**src/sv/fsds_pkg.sv**
```systemverilog
// Package for the fuzzy steering / dual speed PI block: types, gain tables, rule table.
// No dependencies.
`timescale 1ns / 1ps
`default_nettype none
package fsds_pkg;

  localparam int unsigned CfgIdxW = 3;
  localparam int unsigned CfgDataW = 16;

  localparam logic [CfgIdxW-1:0] REG_SET_SPEED    = 3'd0;
  localparam logic [CfgIdxW-1:0] REG_YAW_SLOWDOWN = 3'd1;
  localparam logic [CfgIdxW-1:0] REG_LEFT_PROP    = 3'd2;
  localparam logic [CfgIdxW-1:0] REG_LEFT_INT     = 3'd3;
  localparam logic [CfgIdxW-1:0] REG_RIGHT_PROP   = 3'd4;
  localparam logic [CfgIdxW-1:0] REG_RIGHT_INT    = 3'd5;

  // Datapath operations issued by the controller, one per cycle.
  typedef enum logic [3:0] {
    OP_BASE   = 4'd0,  // base speed product
    OP_GAINS  = 4'd1,  // fuzzy gain lookup
    OP_EFF_P  = 4'd2,  // off * kp
    OP_EFF_D  = 4'd3,  // d * kd
    OP_SQ     = 4'd4,  // |off| * off
    OP_EFF_P2 = 4'd5,  // sq * kp2
    OP_EFF_Y  = 4'd6,  // yaw * kd2
    OP_TARGET = 4'd7,  // wheel targets and held effort
    OP_ERR    = 4'd8,  // wheel errors
    OP_LP     = 4'd9,
    OP_LI     = 4'd10,
    OP_RP     = 4'd11,
    OP_RI     = 4'd12,
    OP_DRIVE  = 4'd13,
    OP_NONE   = 4'd15
  } dp_op_e;

  typedef struct packed {
    dp_op_e op;
    logic   steer;
  } dp_cmd_t;

  function automatic logic [2:0] band_of(input logic signed [16:0] v);
    logic [2:0] b;
    begin
      if (v <= -17'sd75)      b = 3'd0;
      else if (v <= -17'sd50) b = 3'd1;
      else if (v <= -17'sd25) b = 3'd2;
      else if (v <= 17'sd25)  b = 3'd3;
      else if (v <= 17'sd50)  b = 3'd4;
      else if (v <= 17'sd75)  b = 3'd5;
      else                    b = 3'd6;
      return b;
    end
  endfunction

  function automatic logic [2:0] rule_of(input logic [2:0] r, input logic [2:0] c);
    logic [20:0] row;
    begin
      case (r)
        3'd0:    row = {3'd3, 3'd3, 3'd5, 3'd6, 3'd6, 3'd6, 3'd6};
        3'd1:    row = {3'd3, 3'd3, 3'd5, 3'd6, 3'd6, 3'd6, 3'd6};
        3'd2:    row = {3'd1, 3'd2, 3'd3, 3'd4, 3'd5, 3'd5, 3'd6};
        3'd3:    row = {3'd1, 3'd1, 3'd1, 3'd3, 3'd4, 3'd5, 3'd5};
        3'd4:    row = {3'd6, 3'd0, 3'd1, 3'd1, 3'd3, 3'd4, 3'd4};
        3'd5:    row = {3'd6, 3'd0, 3'd0, 3'd1, 3'd3, 3'd3, 3'd3};
        default: row = {3'd0, 3'd0, 3'd0, 3'd0, 3'd0, 3'd2, 3'd3};
      endcase
      return row[c*3 +: 3];
    end
  endfunction

  // Gain set {kp, kd, kp2, kd2}, each 20 bits, Q4.16.
  function automatic logic [79:0] gain_set(input logic mid, input logic [1:0] g);
    logic [79:0] s;
    begin
      if (!mid) begin
        case (g)
          2'd0:    s = {20'd27525, 20'd78643, 20'd66, 20'd393};
          2'd1:    s = {20'd29491, 20'd78643, 20'd66, 20'd328};
          2'd2:    s = {20'd31457, 20'd78643, 20'd98, 20'd197};
          default: s = {20'd34079, 20'd81920, 20'd131, 20'd131};
        endcase
      end else begin
        case (g)
          2'd0:    s = {20'd26214, 20'd78643, 20'd66, 20'd197};
          2'd1:    s = {20'd28180, 20'd78643, 20'd66, 20'd197};
          2'd2:    s = {20'd30802, 20'd78643, 20'd66, 20'd197};
          default: s = {20'd32768, 20'd78643, 20'd66, 20'd66};
        endcase
      end
      return s;
    end
  endfunction

endpackage
`default_nettype wire

```
**src/sv/fsds_ctrl.sv**
```systemverilog
// Controller: one-hot sequencer stepping the shared-multiplier datapath through a tick.
// Depends on fsds_pkg.
`timescale 1ns / 1ps
`default_nettype none
module fsds_ctrl #(
  parameter int unsigned SteerDivider = 4
) (
  input  wire logic          clk_i,
  input  wire logic          rst_ni,
  input  wire logic          s_tvalid_i,
  output logic               s_tready_o,
  output logic               m_tvalid_o,
  input  wire logic          m_tready_i,
  output fsds_pkg::dp_cmd_t  cmd_o
);
  import fsds_pkg::*;

  localparam int unsigned PhW = (SteerDivider > 1) ? $clog2(SteerDivider) : 1;

  typedef enum logic [3:0] {
    ST_IDLE = 4'b0001,
    ST_RUN  = 4'b0010,
    ST_OUT  = 4'b0100,
    ST_WAIT = 4'b1000
  } state_e;

  state_e         state_q, state_d;
  dp_op_e         op_q, op_d;
  logic           steer_q, steer_d;
  logic [PhW-1:0] phase_q, phase_d;
  logic           out_v_q, out_v_d;
  logic           fire;

  assign fire = (32'(phase_q) + 32'd1) >= SteerDivider;
  assign s_tready_o = (state_q == ST_IDLE) || (state_q == ST_OUT && m_tready_i);
  assign m_tvalid_o = out_v_q;
  assign cmd_o.op = (state_q == ST_RUN) ? op_q : OP_NONE;
  assign cmd_o.steer = steer_q;

  always_comb begin
    state_d = state_q;
    op_d = op_q;
    steer_d = steer_q;
    phase_d = phase_q;
    out_v_d = out_v_q;
    unique case (state_q)
      ST_IDLE, ST_OUT: begin
        if (state_q == ST_OUT && m_tready_i) begin
          out_v_d = 1'b0;
          state_d = ST_IDLE;
        end
        if (s_tvalid_i && s_tready_o) begin
          state_d = ST_RUN;
          op_d = OP_BASE;
          steer_d = fire;
          phase_d = fire ? '0 : phase_q + PhW'(1);
        end
      end
      ST_RUN: begin
        if (op_q == OP_DRIVE) begin
          state_d = ST_OUT;
          out_v_d = 1'b1;
        end else if (op_q == OP_BASE && !steer_q) begin
          op_d = OP_ERR;
        end else begin
          op_d = dp_op_e'(op_q + 4'd1);
        end
      end
      default: state_d = ST_IDLE;
    endcase
  end

  always_ff @(posedge clk_i or negedge rst_ni) begin
    if (!rst_ni) begin
      state_q <= ST_IDLE;
      op_q <= OP_NONE;
      steer_q <= 1'b0;
      phase_q <= '0;
      out_v_q <= 1'b0;
    end else begin
      state_q <= state_d;
      op_q <= op_d;
      steer_q <= steer_d;
      phase_q <= phase_d;
      out_v_q <= out_v_d;
    end
  end
endmodule
`default_nettype wire

```
**config.mk**
```make
export PLATFORM = sky130hd
export DESIGN_NAME = fsds_ctrl
export DESIGN_NICKNAME = d
export VERILOG_FILES = /design/src/sv/fsds_pkg.sv /design/src/sv/fsds_ctrl.sv
export SDC_FILE = /design/constraint.sdc
export NUM_CORES = 1
export LEC_CHECK = 0
export BUFFER_PORTS_ARGS = -buffer_cell sky130_fd_sc_hd__buf_2
export CAP_MARGIN = 30
export CORE_MARGIN = 8
export CORE_UTILIZATION = 45
export CTS_CLUSTER_SIZE = 25
export DETAILED_ROUTE_END_ITERATION = 6
export GPL_ROUTABILITY_DRIVEN = 0
export PLACE_DENSITY = 0.72
export SLEW_MARGIN = 25
export SYNTH_ARGS = -nofsm -noshare
export SYNTH_HDL_FRONTEND = slang
export SYNTH_SLANG_ARGS = --single-unit
export TNS_END_PERCENT = 30
```
**constraint.sdc**
```tcl
create_clock -name clk_i -period 2.36 [get_ports clk_i]
set_input_delay 0.236 -clock clk_i [delete_from_list [all_inputs] [get_ports clk_i]]
set_output_delay 0.236 -clock clk_i [all_outputs]
set_load 0.02 [all_outputs]
```
==> impl_metrics.env <==
export IMPL_dr_pass1_iters=4
export IMPL_dieArea_um2=2907
export IMPL_finClkSkew_ns=0.006935
export IMPL_ys_types=29
export IMPL_root_buffer="clkbuf_4"
export IMPL_rows=13
export IMPL_grt_usage=0.09651
export IMPL_min_to="state_q[2]$_DFFE_PN0P_"
export IMPL_timing_rr_end="steer_q$_DFFE_PN0P_"
export IMPL_clock_sinks=11
export IMPL_synth_top_family_by_area="simple AND/OR/NAND/NOR gates"
export IMPL_grt_max_degree=12
export IMPL_die_x_um=53.92
export IMPL_final_common_cell="buf_2"
export IMPL_cts_buffers=3
export IMPL_dp_slack_ns=0.6968
export IMPL_min_from="m_tready_i"
export IMPL_cts_tree="built"
export IMPL_yosys_area_share_simple=0.2321
export IMPL_hold_depth=4
export IMPL_synthCells=63
export IMPL_layout_min_cycle_time_ns=1.811
export IMPL_finish_instance_area_um2=744.5
export IMPL_critical_path_required_ns=2.12
export IMPL_layout_setup_ws_ns=0.5489
export IMPL_crit_path_cell_trace="or3b_4 -> or2_2 -> buf_2"
export IMPL_insertion_delay_ns=0.27
export IMPL_max_stage_delay_ns=0.44
export IMPL_min_path_type="input port to flip-flop"
export IMPL_synthToLayoutAreaGrowth_pct=15.09
export IMPL_routed_via_count=484
export IMPL_post_cts_resized=0
export IMPL_placed_area_um2=708.2
export IMPL_ir_drop_uv=532.3
export IMPL_netlist_area_um2=646.9
export IMPL_critPathBufInv=1
export IMPL_worst_r2r_cell_count=4
export IMPL_finalSetupViolations=0
export IMPL_grt_overflow=0
export IMPL_crit_slowest_cell="dfrtp_1"
export IMPL_fmax_mhz=552.1
export IMPL_diodes=0
export IMPL_wl_um=1227
export IMPL_cts_max_path_buffers=2
export IMPL_finalSetupTns_ns=0
export IMPL_initial_core_util=0.4910
export IMPL_post_synth_cell_area_avg_um2=10.27
export IMPL_h_tree_depth=1
export IMPL_worstSetupPathType="flip-flop to output port"
export IMPL_core_um2=1318
export IMPL_cp_max_fo=7
export IMPL_leakagePower_uw=0.0003462
export IMPL_cp_arrival_ns=1.58
export IMPL_nNetsFinal=86
export IMPL_slew_violations=0
export IMPL_avgViaCountPerCell=5.261
export IMPL_path_delay_family="simple AND/OR/NAND/NOR gates"
export IMPL_drcViolationCount=0
export IMPL_placedCellCount=87
export IMPL_grt_busiest_layer="met2"
export IMPL_post_cts_buffers=0
export IMPL_drive_gt1_frac=0.3506
export IMPL_synth_seq_area_share=0.4352
export IMPL_synthXorXnorAreaFrac=0
export IMPL_tightest_slew_ns=0.4450
export IMPL_period_share=0.7674
export IMPL_synth_yosys_warnings=0
export IMPL_grt_use_met3=0.02479
export IMPL_maxCapViolCount=0
export IMPL_wl_per_cell_um=13.34
export IMPL_grt_pass1_vias=493
export IMPL_outcome="complete, no violations"
export IMPL_rr_startpoint="state_q[0]$_DFFE_PN1P_"
export IMPL_io_buffers=10
export IMPL_drt_iter0_drc=7
export IMPL_final_cell_mix="buf_2 (10), dfrtp_1 (6), dfstp_2 (5)"
export IMPL_crit_path_end_kind="output port"
export IMPL_grt_first_pass_wirelength_um=2063
export IMPL_synth_nets=71
export IMPL_hold_violations=0
export IMPL_muxShareOfSynthArea=0.05222
export IMPL_rsz0062_at_grt="false"
export IMPL_power_density_nw_per_um2=1134
export IMPL_use_met2=0.1506
export IMPL_grt_antenna_before_repair=0
export IMPL_clkTransAtPathRegs_ns=0.07
export IMPL_use_met1=0.1143
export IMPL_final_cells=92
export IMPL_startpoint_type="flip-flop"
export IMPL_max_slew_margin=0.7016
export IMPL_ff2ff_setup_slack_ns=0.69
export IMPL_yosys_register_bits=11
export IMPL_synth_compound_area_frac=0.1683
export IMPL_die_height_um=53.92
export IMPL_ioPinCount=11
export IMPL_synth_fa_ha_area_frac=0.07737
export IMPL_ant_nets=0
==> worst register-to-register path, delay by kind of cell (launching register included) <==
family,cells,cell delay [ns]
AOI/OAI and AO/OA,1,0.16
DFF,1,0.59
muxes,1,0.35
and+or+nand+nor,2,0.46
==> Yosys cell counts <==
library cell | instances | area, µm²
dfrtp_1 | 6 | 150.1
dfstp_2 | 5 | 131.4
a21oi_1 | 4 | 20.02
ha_1 | 4 | 50.05
inv_1 | 4 | 15.01
nand2_1 | 4 | 15.01
nor2_1 | 4 | 15.01
o21ai_0 | 4 | 20.02
a21o_1 | 3 | 22.52
mux2_2 | 3 | 33.78
nand3b_1 | 2 | 15.01
or2_2 | 2 | 12.51
or2b_1 | 2 | 15.01
a311oi_1 | 1 | 8.760
a32o_1 | 1 | 10.01
and2_1 | 1 | 6.260
and2b_1 | 1 | 7.510
and3_1 | 1 | 6.260
and4bb_2 | 1 | 12.51
buf_4 | 1 | 7.510
nand3_1 | 1 | 5.000
nor2b_1 | 1 | 6.260
nor3b_1 | 1 | 7.510
o21a_1 | 1 | 7.510
o31ai_1 | 1 | 7.510
o31ai_2 | 1 | 12.51
or2_4 | 1 | 8.760
or3_1 | 1 | 6.260
or3b_4 | 1 | 11.26
==> layout make-up <==
type	instances	area (µm²)
Multi-Input combinational cell	47	342.8
Sequential cell	11	281.5
Inverter	4	15.01
Fill cell	127	573.1
Timing Repair Buffer	11	60.06
Clock buffer	4	26.28
Tap cell	15	18.77
==> per-layer routing <==
| layer | vias up | wire, µm | share of wire |
|---|---|---|---|
| li1 | 252 | - | - |
| met1 | 219 | 578 | 0.47 |
| met2 | 11 | 558 | 0.45 |
| met3 | 2 | 77 | 0.063 |
| met4 | 0 | 12 | 0.0098 |
| met5 | - | 0 | 0 |
==> state kept, by name (all words and copies together) (netlist names) <==
register / flops
op_q: 4
state_q: 3
phase_q: 2
m_tvalid_o: 1
steer_q: 1
==> metrics by stage <==
stage                 util  total power [µW]  hold slack, ns
floorplan                -             629.6        -0.05959
global placement    0.5375             708.4          0.1149
detailed placement  0.5375             723.5          0.1184
CTS                 0.5651             853.8          0.2682
global route        0.5651             919.3          0.2825
finish              0.5651             844.3          0.2722
==> logic make-up (layout without fill, tap and decap cells) <==
logic type	Yosys count	in the layout
AO/OA/AOI/OAI	16	16
adder cells (fa/ha/maj)	4	4
buffers and inverters	5	19
flip-flops	11	11
multiplexers	3	3
AND/OR/NAND/NOR	24	24
==> worst max-delay path by stage <==
stage | from | cells after the start | endpoint
6_report | state_q[2]$_DFFE_PN0P_ | 3 | cmd_o[3]
5_1_grt | state_q[2]$_DFFE_PN0P_ | 3 | cmd_o[3]
4_1_cts | state_q[2]$_DFFE_PN0P_ | 3 | cmd_o[3]
3_5_place_dp | state_q[0]$_DFFE_PN1P_ | 4 | steer_q$_DFFE_PN0P_
3_3_place_gp | state_q[0]$_DFFE_PN1P_ | 4 | steer_q$_DFFE_PN0P_
2_1_floorplan | state_q[0]$_DFFE_PN1P_ | 4 | phase_q[0]$_DFFE_PN0P_
==> power by group <==
part / leakage, µW / switching [µW] / internal [µW] / total [µW]
registers: 0.000127 / 67.6 / 278 / 346
logic: 0.000204 / 196 / 176 / 372
clock network: 0.0000150 / 61.2 / 65.3 / 127
==> timing repair <==
action | 4_1_cts | 5_1_grt
hold endpoints to repair | 6 | 0
endpoints found under the setup margin | 0 | 0
hold buffers | 1 | 0
(Power assumes the default switching activity.)
